$ cat src/sv/cce_pkg.sv
// Shared types and constants for the column convex envelope block.
// Holds the controller/datapath command and status words. No dependencies.
`timescale 1ns / 1ps
package cce_pkg;

  localparam int DEF_CHAIN_DEPTH = 1024;
  localparam int DEF_COORD_BITS  = 14;
  localparam int SQ_BITS         = 28;
  localparam int MODE_BITS       = 2;
  localparam int APB_ADDR_BITS   = 3;
  localparam int APB_DATA_BITS   = 32;
  localparam logic [SQ_BITS-1:0] MAX_SQ_RESET = 28'd2796202;

  // item modes
  localparam logic [MODE_BITS-1:0] MODE_COLUMN = 2'd0;
  localparam logic [MODE_BITS-1:0] MODE_READ   = 2'd1;
  localparam logic [MODE_BITS-1:0] MODE_CLEAR  = 2'd2;
  localparam logic [MODE_BITS-1:0] MODE_UNUSED = 2'd3;

  // register indexes (paddr[2])
  localparam logic REG_MAX_SQ = 1'b0;
  localparam logic REG_SIDE   = 1'b1;

  // port A read position select
  typedef enum logic [1:0] {
    RA_MID,
    RA_MIDM1,
    RA_RIDX
  } rd_a_sel_t;

  typedef struct packed {
    logic      cap_item;   // latch input word
    logic      clear;      // empty chain, clear overflow
    logic      bot;        // working on the bottom end
    logic      mid_init;   // mid = top end or bottom end
    logic      mid_step;   // walk mid one point inward
    logic      rd_a;
    rd_a_sel_t rd_a_sel;
    logic      rd_b;       // B = mid (bottom) or mid+1 (top)
    logic      mul_en;     // register cross product terms
    logic      sq_en;      // register squared length terms
    logic      trim;       // drop trimmed points unless segment too long
    logic      add_top;
    logic      add_bot;
    logic      push_use_bot;
    logic      load_out;
  } cce_cmd_t;

  typedef struct packed {
    logic [MODE_BITS-1:0] mode;
    logic                 rvalid;
    logic                 count_zero;
    logic                 seed_two;
    logic                 hit;
    logic                 end_beyond;
    logic                 loop_ok;
    logic                 concave;
    logic                 out_free;
  } cce_stat_t;

endpackage

$ cat src/sv/cce_ctrl.sv
// Controller state machine for the column convex envelope.
// Sequences seeding, end trims, pushes, reads and clears; uses cce_pkg.
`timescale 1ns / 1ps
module cce_ctrl import cce_pkg::*; (
  input  logic      clk,
  input  logic      rst,
  input  logic      in_valid,
  output logic      in_stall,
  input  cce_stat_t stat,
  output cce_cmd_t  cmd
);

  typedef enum logic [4:0] {
    S_IDLE, S_DISPATCH, S_SEED1, S_SEED2, S_INIT, S_RD_END, S_CMP_END,
    S_LOOP, S_MUL, S_SGN, S_LEN, S_SQ, S_CHK, S_PUSH, S_RD_PT, S_CLEAR,
    S_FINISH
  } state_t;

  state_t state, state_next;
  logic   bot, bot_next;

  // next state and command decode
  always_comb begin
    state_next = state;
    bot_next   = bot;
    cmd        = '0;
    cmd.bot    = bot;
    case (state)
      S_IDLE: begin
        if (in_valid) begin
          cmd.cap_item = 1'b1;
          state_next   = S_DISPATCH;
        end
      end
      S_DISPATCH: begin
        bot_next = 1'b0;
        case (stat.mode)
          MODE_COLUMN: begin
            if (!stat.rvalid) state_next = S_FINISH;
            else if (stat.count_zero) state_next = S_SEED1;
            else state_next = S_INIT;
          end
          MODE_READ:  state_next = stat.hit ? S_RD_PT : S_FINISH;
          MODE_CLEAR: state_next = S_CLEAR;
          default:    state_next = S_FINISH;
        endcase
      end
      S_SEED1: begin
        cmd.add_bot = 1'b1;
        state_next  = stat.seed_two ? S_SEED2 : S_FINISH;
      end
      S_SEED2: begin
        cmd.add_bot      = 1'b1;
        cmd.push_use_bot = 1'b1;
        state_next       = S_FINISH;
      end
      S_INIT: begin
        cmd.mid_init = 1'b1;
        state_next   = S_RD_END;
      end
      S_RD_END: begin
        cmd.rd_a     = 1'b1;
        cmd.rd_a_sel = RA_MID;
        state_next   = S_CMP_END;
      end
      S_CMP_END: begin
        if (stat.end_beyond) state_next = S_LOOP;
        else if (bot) state_next = S_FINISH;
        else begin
          bot_next   = 1'b1;
          state_next = S_INIT;
        end
      end
      S_LOOP: begin
        if (stat.loop_ok) begin
          cmd.rd_a     = 1'b1;
          cmd.rd_a_sel = bot ? RA_MIDM1 : RA_MID;
          cmd.rd_b     = 1'b1;
          state_next   = S_MUL;
        end else begin
          state_next = S_LEN;
        end
      end
      S_MUL: begin
        cmd.mul_en = 1'b1;
        state_next = S_SGN;
      end
      S_SGN: begin
        if (stat.concave) begin
          cmd.mid_step = 1'b1;
          state_next   = S_LOOP;
        end else begin
          state_next = S_LEN;
        end
      end
      S_LEN: begin
        cmd.rd_a     = 1'b1;
        cmd.rd_a_sel = RA_MID;
        state_next   = S_SQ;
      end
      S_SQ: begin
        cmd.sq_en  = 1'b1;
        state_next = S_CHK;
      end
      S_CHK: begin
        cmd.trim   = 1'b1;
        state_next = S_PUSH;
      end
      S_PUSH: begin
        cmd.add_top      = !bot;
        cmd.add_bot      = bot;
        cmd.push_use_bot = bot;
        if (bot) state_next = S_FINISH;
        else begin
          bot_next   = 1'b1;
          state_next = S_INIT;
        end
      end
      S_RD_PT: begin
        cmd.rd_a     = 1'b1;
        cmd.rd_a_sel = RA_RIDX;
        state_next   = S_FINISH;
      end
      S_CLEAR: begin
        cmd.clear  = 1'b1;
        state_next = S_FINISH;
      end
      S_FINISH: begin
        if (stat.out_free) begin
          cmd.load_out = 1'b1;
          state_next   = S_IDLE;
        end
      end
      default: state_next = S_IDLE;
    endcase
  end

  // state register
  always_ff @(posedge clk) begin
    if (rst) begin
      state <= S_IDLE;
      bot   <= 1'b0;
    end else begin
      state <= state_next;
      bot   <= bot_next;
    end
  end

  assign in_stall = (state != S_IDLE);

endmodule

$ cat config.mk
export PLATFORM = sky130hd
export DESIGN_NAME = cce_ctrl
export DESIGN_NICKNAME = d
export VERILOG_FILES = /design/src/sv/cce_pkg.sv /design/src/sv/cce_ctrl.sv
export SDC_FILE = /design/constraint.sdc
export NUM_CORES = 1
export LEC_CHECK = 0
export BUFFER_PORTS_ARGS = -buffer_cell sky130_fd_sc_hd__buf_2
export CAP_MARGIN = 20
export CORE_MARGIN = 1
export CORE_UTILIZATION = 46
export CTS_CLUSTER_DIAMETER = 200
export CTS_CLUSTER_SIZE = 14
export DETAILED_ROUTE_END_ITERATION = 7
export GPL_TIMING_DRIVEN = 0
export PLACE_DENSITY_LB_ADDON = 0.05
export SYNTH_ARGS = -nofsm -noshare
export SYNTH_HDL_FRONTEND = slang
export SYNTH_SLANG_ARGS = --single-unit
$ cat constraint.sdc
create_clock -name clk -period 1.6 [get_ports clk]
set_clock_uncertainty 0.1 [all_clocks]
set_input_delay 0.16 -clock clk [delete_from_list [all_inputs] [get_ports clk]]
set_output_delay 0.16 -clock clk [all_outputs]
set_load 0.02 [all_outputs]
==> results of run 1 <==
## state kept, by name, indices dropped and copies added, names as in the netlist
name	flops
bot	1
state	5
## layer usage
metal  track usage [%]  share of wire [%]
met1              36.2                 38
met2              51.6                 53
met3              1.63                7.1
met4              11.7                1.2
met5                 0                  0
## final timing paths
path,startpoint,endpoint,slack [ns]
max,state[3],cmd[1],-0.14
min,rst,state[4],0.04
max reg2reg,state[3],state[4],-0.05
min reg2reg,state[4],state[1],0.54
## logic make-up after synthesis
| group | after synthesis | share of synthesized area [%] |
|---|---|---|
| and+or+nand+nor | 53 | 43.6 |
| AOI/OAI and AO/OA | 32 | 30.0 |
| DFF | 6 | 17.1 |
| buffers and inverters | 15 | 9.29 |
## cell type report
class | instances | area, µm² | share of cell area, %
Sequential cell | 6 | 131 | 11.2
Timing Repair Buffer | 41 | 292 | 24.8
Tap cell | 15 | 18.8 | 1.60
Multi-Input combinational cell | 85 | 596 | 50.7
Inverter | 7 | 26.3 | 2.24
Clock buffer | 3 | 22.5 | 1.92
Buffer | 8 | 88.8 | 7.56
## worst max-delay path, stage by stage (launching register included)
cell	delay, ns
dfxtp_4	0.36
or3b_4	0.43
a211oi_4	0.30
buf_6	0.16
## cell usage after synthesis
cell type  count  area (µm²)
nor2b_1        6        37.5
or2_2          1        6.26
nor3b_1        1        7.51
o32a_1         1        10.0
a311oi_1       1        8.76
nand4b_1       1        8.76
nand3b_1       3        22.5
dfxtp_1        6         120
nor2_1        11        41.3
clkbuf_1       3        11.3
nor3_1        11        55.1
a31oi_1        4        25.0
buf_4          1        7.51
o31ai_1        1        7.51
or3_1          1        6.26
and2_0         1        6.26
or3b_1         1        8.76
nor4b_1        1        8.76
a211oi_1       1        7.51
nor3_4         1        16.3
buf_2          4        20.0
a211oi_2       1        12.5
inv_1          7        26.3
o22ai_1        2        12.5
a32o_1         1        10.0
or3b_4         1        11.3
a21oi_1        9        45.0
nand3_1        3        15.0
a41oi_1        2        17.5
nand2b_1       3        18.8
nand2_1        5        18.8
and3_1         1        6.26
a211o_1        1        8.76
o21ai_0        6        30.0
a21o_1         2        15.0
or4b_1         1        10.0
## metrics by stage
| step | setup WS [ns] | power, mW |
|---|---|---|
| after floorplan | 0.00613 | 0.919 |
| after global placement | -0.0674 | 1.13 |
| after detailed placement | -0.0885 | 1.15 |
| after CTS | -0.0564 | 1.48 |
| after global routing | -0.204 | 1.90 |
| final | -0.140 | 1.80 |
## power breakdown
part | switching [mW] | internal (mW) | leakage, nW | total [mW]
Sequential | 0.0729 | 0.215 | 0.0516 | 0.288
Clock | 0.0515 | 0.0846 | 0.0138 | 0.136
Combinational | 0.767 | 0.613 | 0.444 | 1.38
## timing repair
action                     CTS  global route
pin swaps                    3             5
resized for setup           34            24
setup endpoints to repair   19            14
cloned                       0             1
buffers inserted             4             8
==> flow_summary_export.csv, run 1 <==
group,metric,value,unit
floorplan,rows,13,
route,drc,0,
grt,antenna_found_initial,0,
floorplan,dieArea,0.00168,mm²
cells_and_area,drive_above_1_share,49.3,%
cells_and_area,final_area,0.00117,mm²
floorplan,io_pins,30,
job,cap_violations,0,
sta,tightest_slew,0.337,ns
floorplan,die_w,41.0,µm
sta,setup-violations-final,11,
logic_synthesis,seq_area_frac_synth,17.1,%
sta,slew_headroom,77.2,%
grt,grt_start_max_net_pins,11,
clock_tree,clockBufferDepth,2,
logic_synthesis,syn_inst,106,
cells_and_area,utilization,86.0,%
sta,finalHoldViolations,0,
route,ant_nets,0,
route,dr.pass1.iters,4,
route,routed_wl,2880,µm
cells_and_area,final_cells,165,
route,drtIter0Drc,86,
clock_tree,cts_tree,"built",
worst_hold_path,min_path_cells,2,
route,vias,1060,
placed_design,port_buffers,29,
sta,hold-worst-slack,0.0415,ns
clock_tree,clk_latency,0.24,ns
cells_and_area,area_growth,67.7,%
floorplan,core,0.00137,mm²
clock_tree,root_buffer,"clkbuf_4",
critical_path,critPathMaxFanout,7,
sta,fin_tns_setup,-0.710,ns
critical_path,required,1.34,ns
logic_synthesis,ys_seq_elements,6,
logic_synthesis,syn_nets,119,
placed_design,dp_hpwl,1570,µm
pwr,p_per_area,1540,mW/mm²
critical_path,path_class,"flip-flop to primary output",
placed_design,dp.cells,150,
critical_path,arrival,1.48,ns
clock_tree,clock-sinks,6,
floorplan,initial_core_util,51.3,%
cells_and_area,num_antenna_cells,0,
clock_tree,cts_htree_levels,1,
route,vias_per_cell,6.42,
placed_design,dpl_cell_area,875,µm²
placed_design,gp_congestion,0.792,
sta,period_minus_slack,1.74,ns
worst_hold_path,hp-class,"primary input to flip-flop",
critical_path,rr_worst_depth,5,
run_status,violations,"setup timing",
logic_synthesis,syn_area,701,µm²
sta,finalMaxSlewViolations,0,
critical_path,start_kind,"flip-flop",
critical_path,end_kind,"primary output",
run_status,status,"finished, violations left",
sta,fin_ws,-0.140,ns
pwr,p_leak,0.509,nW
route,wire_per_inst,17.4,µm
clock_tree,cts_hold_buf,0,
grt,grt_pass1_vias,772,
logic_synthesis,synth.distinct_cells,36,
cells_and_area,nets,165,
sta,fmax,575,MHz
sta,rsz0062_at_grt,"yes",
cells_and_area,fill_cells,80,
pwr,ir_drop,969,µV
logic_synthesis,synth_area_per_cell,6.61,µm²
clock_tree,cts.clk_slew.worst_paths,0.05,ns
cells_and_area,most-common-layout-cells,"19 x buf_4, 19 x buf_2, 9 x nor2_1, 9 x a21oi_1",
floorplan,die_height,41.0,µm
logic_synthesis,yosysWarnings,0,
grt,grtUsageTotal,29.2,%
sta,period_share,109,%
clock_tree,cts-buffers-inserted,3,
grt,grt_pass1_wl,3260,µm
grt,grt-ovfl-total,0,
(Power assumes the default switching activity.)
==> run 2: changes to the inputs <==
--- a/config.mk
+++ b/config.mk
@@ -13,7 +13,8 @@
 export CTS_CLUSTER_SIZE = 14
 export DETAILED_ROUTE_END_ITERATION = 7
 export GPL_TIMING_DRIVEN = 0
-export PLACE_DENSITY_LB_ADDON = 0.05
+export PLACE_DENSITY = 0.89
+export RECOVER_POWER = 25
 export SYNTH_ARGS = -nofsm -noshare
 export SYNTH_HDL_FRONTEND = slang
 export SYNTH_SLANG_ARGS = --single-unit
==> run 2 against run 1 <==
  * The run still ends with setup timing left
  * Sequential power is 4% higher
  * Sequential share of layout area is 0.25 points lower
  * Final area is 6.2% higher
  * Critical path depth is 1 higher
  * Non-clock buffer count is 4 higher
  * First-iteration DRC count is 29% lower
  * Sequential cell count stayed put
  * Routed wire length is 24% higher
  * Worst setup slack worse by 0.084 ns
  * Final cell count is 2.4% higher
  * Critical endpoint is now cmd[4]
  * Largest cell class unchanged
==> flow_summary_export.csv, run 2 (synthesized netlist as in run 1, its figures left out) <==
group,metric,value,unit
cells_and_area,largest_reg_flops,5,
sta,slew_headroom,78.6,%
clock_tree,clk_latency,0.26,ns
placed_design,dp_hpwl,1570,µm
route,vias,1157,
floorplan,rows,13,
floorplan,dieArea,0.00168,mm²
critical_path,start_kind,"flip-flop",
cells_and_area,num_antenna_cells,0,
critical_path,rr_worst_depth,6,
clock_tree,cts_hold_buf,0,
pwr,p_leak,0.540,nW
route,vias_per_cell,6.85,
critical_path,r2r_end,"bot",
cells_and_area,fill_cells,62,
pwr,p_per_area,1580,mW/mm²
clock_tree,root_buffer,"clkbuf_4",
critical_path,required,1.34,ns
run_status,violations,"setup timing",
critical_path,end_kind,"primary output",
critical_path,arrival,1.56,ns
clock_tree,cts-buffers-inserted,3,
sta,rsz0062_at_grt,"yes",
sta,fin_ws,-0.223,ns
floorplan,die_height,41.0,µm
run_status,status,"finished, violations left",
clock_tree,cts.clk_slew.worst_paths,0.05,ns
route,wire_per_inst,21.1,µm
route,routed_wl,3570,µm
grt,antenna_found_initial,0,
cells_and_area,area_growth,78.0,%
job,cap_violations,0,
cells_and_area,drive_above_1_share,55.8,%
clock_tree,clock-sinks,6,
cells_and_area,final_cells,169,
critical_path,r2r_start,"state[3]",
placed_design,gp_congestion,0.845,
clock_tree,cts_htree_levels,1,
pwr,power,1.97,mW
route,dr.pass1.iters,4,
critical_path,crit_end,"cmd[4]",
sta,setup-violations-final,13,
critical_path,crit_path_start,"state[4]",
cells_and_area,nets,169,
clock_tree,clockBufferDepth,2,
route,drtIter0Drc,61,
floorplan,io_pins,30,
critical_path,path_class,"flip-flop to primary output",
route,ant_nets,0,
placed_design,dp.cells,150,
sta,fmax,548,MHz
cells_and_area,largestRegisters,"state (5), bot (1)",
critical_path,r2r_slack,-0.08,ns
worst_hold_path,hp-class,"primary input to flip-flop",
grt,grt_start_max_net_pins,11,
floorplan,die_w,41.0,µm
cells_and_area,final_common_cell,"buf_4",
grt,grt_pass1_vias,883,
sta,period_minus_slack,1.82,ns
cells_and_area,most-common-layout-cells,"22 x buf_4, 18 x buf_2, 9 x nor2_1, 9 x a21oi_1, 8 x buf_6",
floorplan,core,0.00137,mm²
sta,finalMaxSlewViolations,0,
grt,grt-ovfl-total,0,
placed_design,port_buffers,29,
sta,tightest_slew,0.318,ns
grt,grt_pass1_wl,3720,µm
critical_path,critPathMaxFanout,4,
cells_and_area,utilization,91.3,%
pwr,ir_drop,855,µV
grt,grtUsageTotal,33.1,%
sta,finalHoldViolations,0,
sta,period_share,114,%
clock_tree,cts_tree,"built",
route,drc,0,
floorplan,initial_core_util,51.3,%
cells_and_area,largest_register,"state",
## run 2: changes by cell type in the layout (fill, tap and decap cells not counted), moves of 2 or more
cell / previous run / this run
nor2b_2: 0 / 2
buf_4: 19 / 22
dfxtp_4: 2 / 4
dfxtp_2: 3 / 1
## run 2: metrics by stage
step | worst slack (ns) | hold WS, ns | instance area (µm²) | setup TNS [ns]
final | -0.223 | 0.0414 | 1250 | -1.18
after global routing | -0.344 | 0.0500 | 1250 | -2.02
after CTS | -0.0881 | 0.0413 | 1020 | -0.327
after global placement | -0.0136 | 0.296 | 875 | -0.0188
after detailed placement | -0.0437 | 0.305 | 875 | -0.0546
after floorplan | 0.00613 | 0.129 | 711 | 0
## run 2: area by class of cell
type | instances | area (µm²) | share of cell area (%)
Sequential cell | 6 | 136 | 10.9
Multi-Input combinational cell | 85 | 624 | 50.1
Buffer | 7 | 86.3 | 6.92
Tap cell | 15 | 18.8 | 1.50
Timing Repair Buffer | 46 | 333 | 26.7
Inverter | 7 | 26.3 | 2.11
Clock buffer | 3 | 22.5 | 1.81
## run 2: where the power goes
| part | total (mW) | switching, mW | internal, mW |
|---|---|---|---|
| clock | 0.151 | 0.0655 | 0.0855 |
| combinational | 1.51 | 0.852 | 0.662 |
| sequential | 0.300 | 0.0809 | 0.219 |
| total | 1.97 | 0.998 | 0.967 |
## run 2: repair_timing
item	in CTS	in global routing
gates resized for setup	31	40
endpoints found under the setup margin	19	21
buffers inserted	5	13
pin swaps	5	10
cloned	0	1
## run 2: worst min-delay path by stage
stage                     from       end  slack [ns]  cells past startpoint
final                      rst  state[4]        0.04                      2
after global routing       rst  state[4]        0.05                      2
after CTS                  rst  state[3]        0.04                      2
after detailed placement   rst       bot        0.31                      2
after global placement     rst  state[3]        0.30                      2
after floorplan            rst  state[1]        0.13                      1
## run 2: worst max-delay path, stage by stage, from the launching register on
cell and delay [ns]:
dfxtp_4 0.37, buf_8 0.13, nand3b_1 0.25, nor3_1 0.30
buf_2 0.25
## run 2: per-layer routing
layer / vias up / part of all wire, % / global-route usage [%] / routed length [µm]
met3: 42 / 10 / 4.35 / 364
met4: 0 / 6.4 / 10.8 / 230
met1: 516 / 35 / 37.3 / 1250
met2: 115 / 48 / 62.5 / 1730
li1: 484 / - / - / -
met5: - / 0 / 0 / 0
==> run 3: changes to the inputs <==
--- a/config.mk
+++ b/config.mk
@@ -9,7 +9,6 @@
 export CAP_MARGIN = 20
 export CORE_MARGIN = 1
 export CORE_UTILIZATION = 46
-export CTS_CLUSTER_DIAMETER = 200
 export CTS_CLUSTER_SIZE = 14
 export DETAILED_ROUTE_END_ITERATION = 7
 export GPL_TIMING_DRIVEN = 0
==> constraint.sdc (replaced) <==
create_clock -name clk -period 1.6 [get_ports clk]
set_clock_uncertainty 0.1 [all_clocks]
set_input_delay 0.32 -clock clk [delete_from_list [all_inputs] [get_ports clk]]
set_output_delay 0.32 -clock clk [all_outputs]
set_load 0.02 [all_outputs]
==> run 3 against run 2 <==
  * The run now fails in global routing
  * Area after synthesis did not move
  * Synthesized cell count did not move
==> flow_summary_export.csv, run 3 <==
group,metric,value,unit
run_status,status,"stopped before the end",
run_status,haltStage,"global routing",
run_status,first-error,"[ERROR DPL-0038] Utilization greater than 100%, impossible to legalize",
placed_design,dpl_cell_area,893,µm²
clock_tree,cts_htree_levels,1,
clock_tree,cts-buffers-inserted,3,
logic_synthesis,synth.distinct_cells,36,
logic_synthesis,synthTopCellsByArea,"dfxtp_1 17%, nor3_1 7.9%, a21oi_1 6.4%",
sta,worst-ep-kind,"output port",
logic_synthesis,yosysWarnings,0,
floorplan,die_w,41.0,µm
clock_tree,clock-sinks,6,
logic_synthesis,synth_area_per_cell,6.61,µm²
logic_synthesis,synth_top_cell_by_area,"dfxtp_1",
logic_synthesis,syn_inst,106,
placed_design,gp_congestion,0.927,
logic_synthesis,syn_area,701,µm²
placed_design,dp_hpwl,1590,µm
logic_synthesis,synth_common_cells,"11 x nor2_1, 11 x nor3_1, 9 x a21oi_1, 7 x inv_1",
logic_synthesis,seq_area_frac_synth,17.1,%
floorplan,die_height,41.0,µm
logic_synthesis,yosys.area.top_type_share,17.1,%
logic_synthesis,ys.flop_type,"dfxtp_1",
clock_tree,clockBufferDepth,2,
placed_design,port_buffers,29,
clock_tree,cts_hold_buf,0,
logic_synthesis,syn_nets,119,
floorplan,initial_core_util,51.3,%
floorplan,rows,13,
clock_tree,root_buffer,"clkbuf_4",
grt,grt_start_max_net_pins,11,
sta,repair-timing-grt-worst-ep,"cmd[2]",
logic_synthesis,synthArstFlopShare,0,%
logic_synthesis,synth_edf_count,0,
logic_synthesis,ys_seq_elements,6,
floorplan,io_pins,30,
-- run 3: kinds of logic after synthesis --
| family | count (synthesis) | synth area share, % |
|---|---|---|
| AOI/OAI and AO/OA | 32 | 30.0 |
| buffers and inverters | 15 | 9.29 |
| DFF | 6 | 17.1 |
| and+or+nand+nor | 53 | 43.6 |
-- run 3: metrics by stage --
stage               worst slack (ns)  cells
global placement              -0.137    150
detailed placement            -0.185    150
floorplan                     -0.112    106
CTS                           -0.237    168
-- run 3: what timing repair did --
item	in CTS
pin swaps	12
buffers inserted	15
resized for setup	63
endpoints found under the setup margin	19
==> run 4: changes to the inputs <==
--- a/config.mk
+++ b/config.mk
@@ -7,12 +7,11 @@
 export LEC_CHECK = 0
 export BUFFER_PORTS_ARGS = -buffer_cell sky130_fd_sc_hd__buf_2
 export CAP_MARGIN = 20
-export CORE_MARGIN = 1
-export CORE_UTILIZATION = 46
-export CTS_CLUSTER_SIZE = 14
+export CORE_AREA = 2 2 63 65
 export DETAILED_ROUTE_END_ITERATION = 7
+export DIE_AREA = 0 0 65 67
 export GPL_TIMING_DRIVEN = 0
-export PLACE_DENSITY = 0.89
+export PLACE_DENSITY_LB_ADDON = 0.15
 export RECOVER_POWER = 25
 export SYNTH_ARGS = -nofsm -noshare
 export SYNTH_HDL_FRONTEND = slang
==> run 4 against run 3 <==
  * The flow now finishes, with violations (setup timing)
==> flow_summary_export.csv, run 4 (synthesized netlist as in run 1, its figures left out) <==
group,metric,value,unit
grt,grt_start_max_net_pins,11,
worst_hold_path,hp-class,"primary input to flip-flop",
clock_tree,clk_latency,0.22,ns
critical_path,cpPeakStageDelay,0.42,ns
critical_path,critPathMaxFanout,7,
clock_tree,cts_tree,"built",
cells_and_area,drive_above_1_share,61.7,%
grt,grtUsageTotal,12.7,%
sta,fin_ws,-0.230,ns
pwr,ir_drop,318,µV
critical_path,crit_buf_inv,1,
cells_and_area,final_area,0.00143,mm²
sta,period_share,114,%
sta,finalHoldViolations,0,
critical_path,arrival,1.41,ns
placed_design,dp_hpwl,1920,µm
cells_and_area,largest_reg_flops,5,
route,ant_nets,0,
pwr,p_leak,0.612,nW
critical_path,end_kind,"primary output",
grt,grt-ovfl-total,0,
route,drc,0,
job,cap_violations,0,
placed_design,dpl_cell_area,935,µm²
cells_and_area,area_growth,105,%
floorplan,core,0.00361,mm²
cells_and_area,most-common-layout-cells,"27 x buf_4, 16 x buf_2, 12 x buf_6",
grt,antenna_found_initial,0,
placed_design,gp_congestion,0.718,
clock_tree,cts_hold_buf,0,
route,vias_per_cell,4.78,
critical_path,crit_family,"simple AND/OR/NAND/NOR gates",
floorplan,dieArea,0.00436,mm²
floorplan,die_w,65,µm
critical_path,path_class,"flip-flop to primary output",
clock_tree,cts-buffers-inserted,3,
sta,tightest_slew,0.319,ns
critical_path,worst_path_max_delay_cell,"or3b_4",
floorplan,io_pins,30,
placed_design,port_buffers,29,
sta,finalMaxSlewViolations,0,
sta,period_minus_slack,1.83,ns
floorplan,rows,22,
route,wire_per_inst,12.8,µm
clock_tree,clock-sinks,6,
clock_tree,cts_htree_levels,1,
placed_design,place_ws,-0.195,ns
critical_path,start_kind,"flip-flop",
floorplan,initial_core_util,19.4,%
sta,rsz0062_at_grt,"yes",
cells_and_area,nets,177,
pwr,power,2.13,mW
pwr,p_per_area,1480,mW/mm²
cells_and_area,num_antenna_cells,0,
clock_tree,root_buffer,"clkbuf_8",
sta,slew_headroom,78.5,%
clock_tree,cts.clk_slew.worst_paths,0.03,ns
route,routed_wl,2690,µm
grt,grt_pass1_vias,965,
route,vias,1003,
clock_tree,clockBufferDepth,2,
run_status,status,"finished, violations left",
cells_and_area,final_common_cell,"buf_4",
sta,hold-worst-slack,0.235,ns
sta,fmax,546,MHz
grt,grt_pass1_wl,4240,µm
route,drtIter0Drc,30,
critical_path,required,1.18,ns
cells_and_area,largest_register,"state",
run_status,violations,"setup timing",
route,dr.pass1.iters,4,
critical_path,cp_cell_sequence,"or3b_4 > a211oi_4 > buf_6",
floorplan,die_height,67,µm
sta,setup-violations-final,16,
cells_and_area,largestRegisters,"state (5), bot (1)",
-- run 4: layout make-up --
type                       instances  area, µm²
tap                               48       60.1
clock buffer                       3       41.3
multi-input combinational         85        673
timing repair buffer              55        425
sequential                         6        134
fill                             373       2170
buffer                             6       73.8
inverter                           7       26.3
-- run 4: final timing paths --
path	start	endpoint	slack, ns	cells past startpoint
setup / recovery	state[3]	cmd[1]	-0.23	3
setup reg to reg	state[3]	state[0]	0.02	5
hold / removal	rst	state[4]	0.23	2
hold reg to reg	state[4]	state[1]	0.51	3
-- run 4: where the power goes --
group / switching, mW / leakage, nW / internal [mW] / total, mW
Combinational: 0.791 / 0.538 / 0.797 / 1.59
Clock: 0.0563 / 0.0216 / 0.161 / 0.217
Sequential: 0.101 / 0.0520 / 0.221 / 0.322
Total: 0.948 / 0.612 / 1.18 / 2.13
-- run 4: through the flow --
| stage | setup TNS (ns) | utilization [%] | std cells |
|---|---|---|---|
| floorplan | -0.134 | - | 106 |
| global placement | -2.17 | 25.9 | 183 |
| detailed placement | -1.92 | 25.9 | 183 |
| CTS | -1.78 | 35.4 | 203 |
| global route | -2.80 | 39.8 | 210 |
| finish | -1.77 | 39.8 | 210 |
-- run 4: layer usage --
layer / global-route usage [%] / wire length (µm) / vias up
met5: 0 / 0 / -
met2: 22.8 / 1370 / 24
li1: - / - / 500
met3: 2.36 / 136 / 6
met1: 13.7 / 1130 / 473
met4: 7.71 / 58 / 0
-- run 4: timing repair --
action,CTS,global route
setup buffers,18,11
pin swaps,10,11
setup endpoints to repair,20,20
resized for setup,53,31
hold endpoints to repair,0,0
cloned,0,0
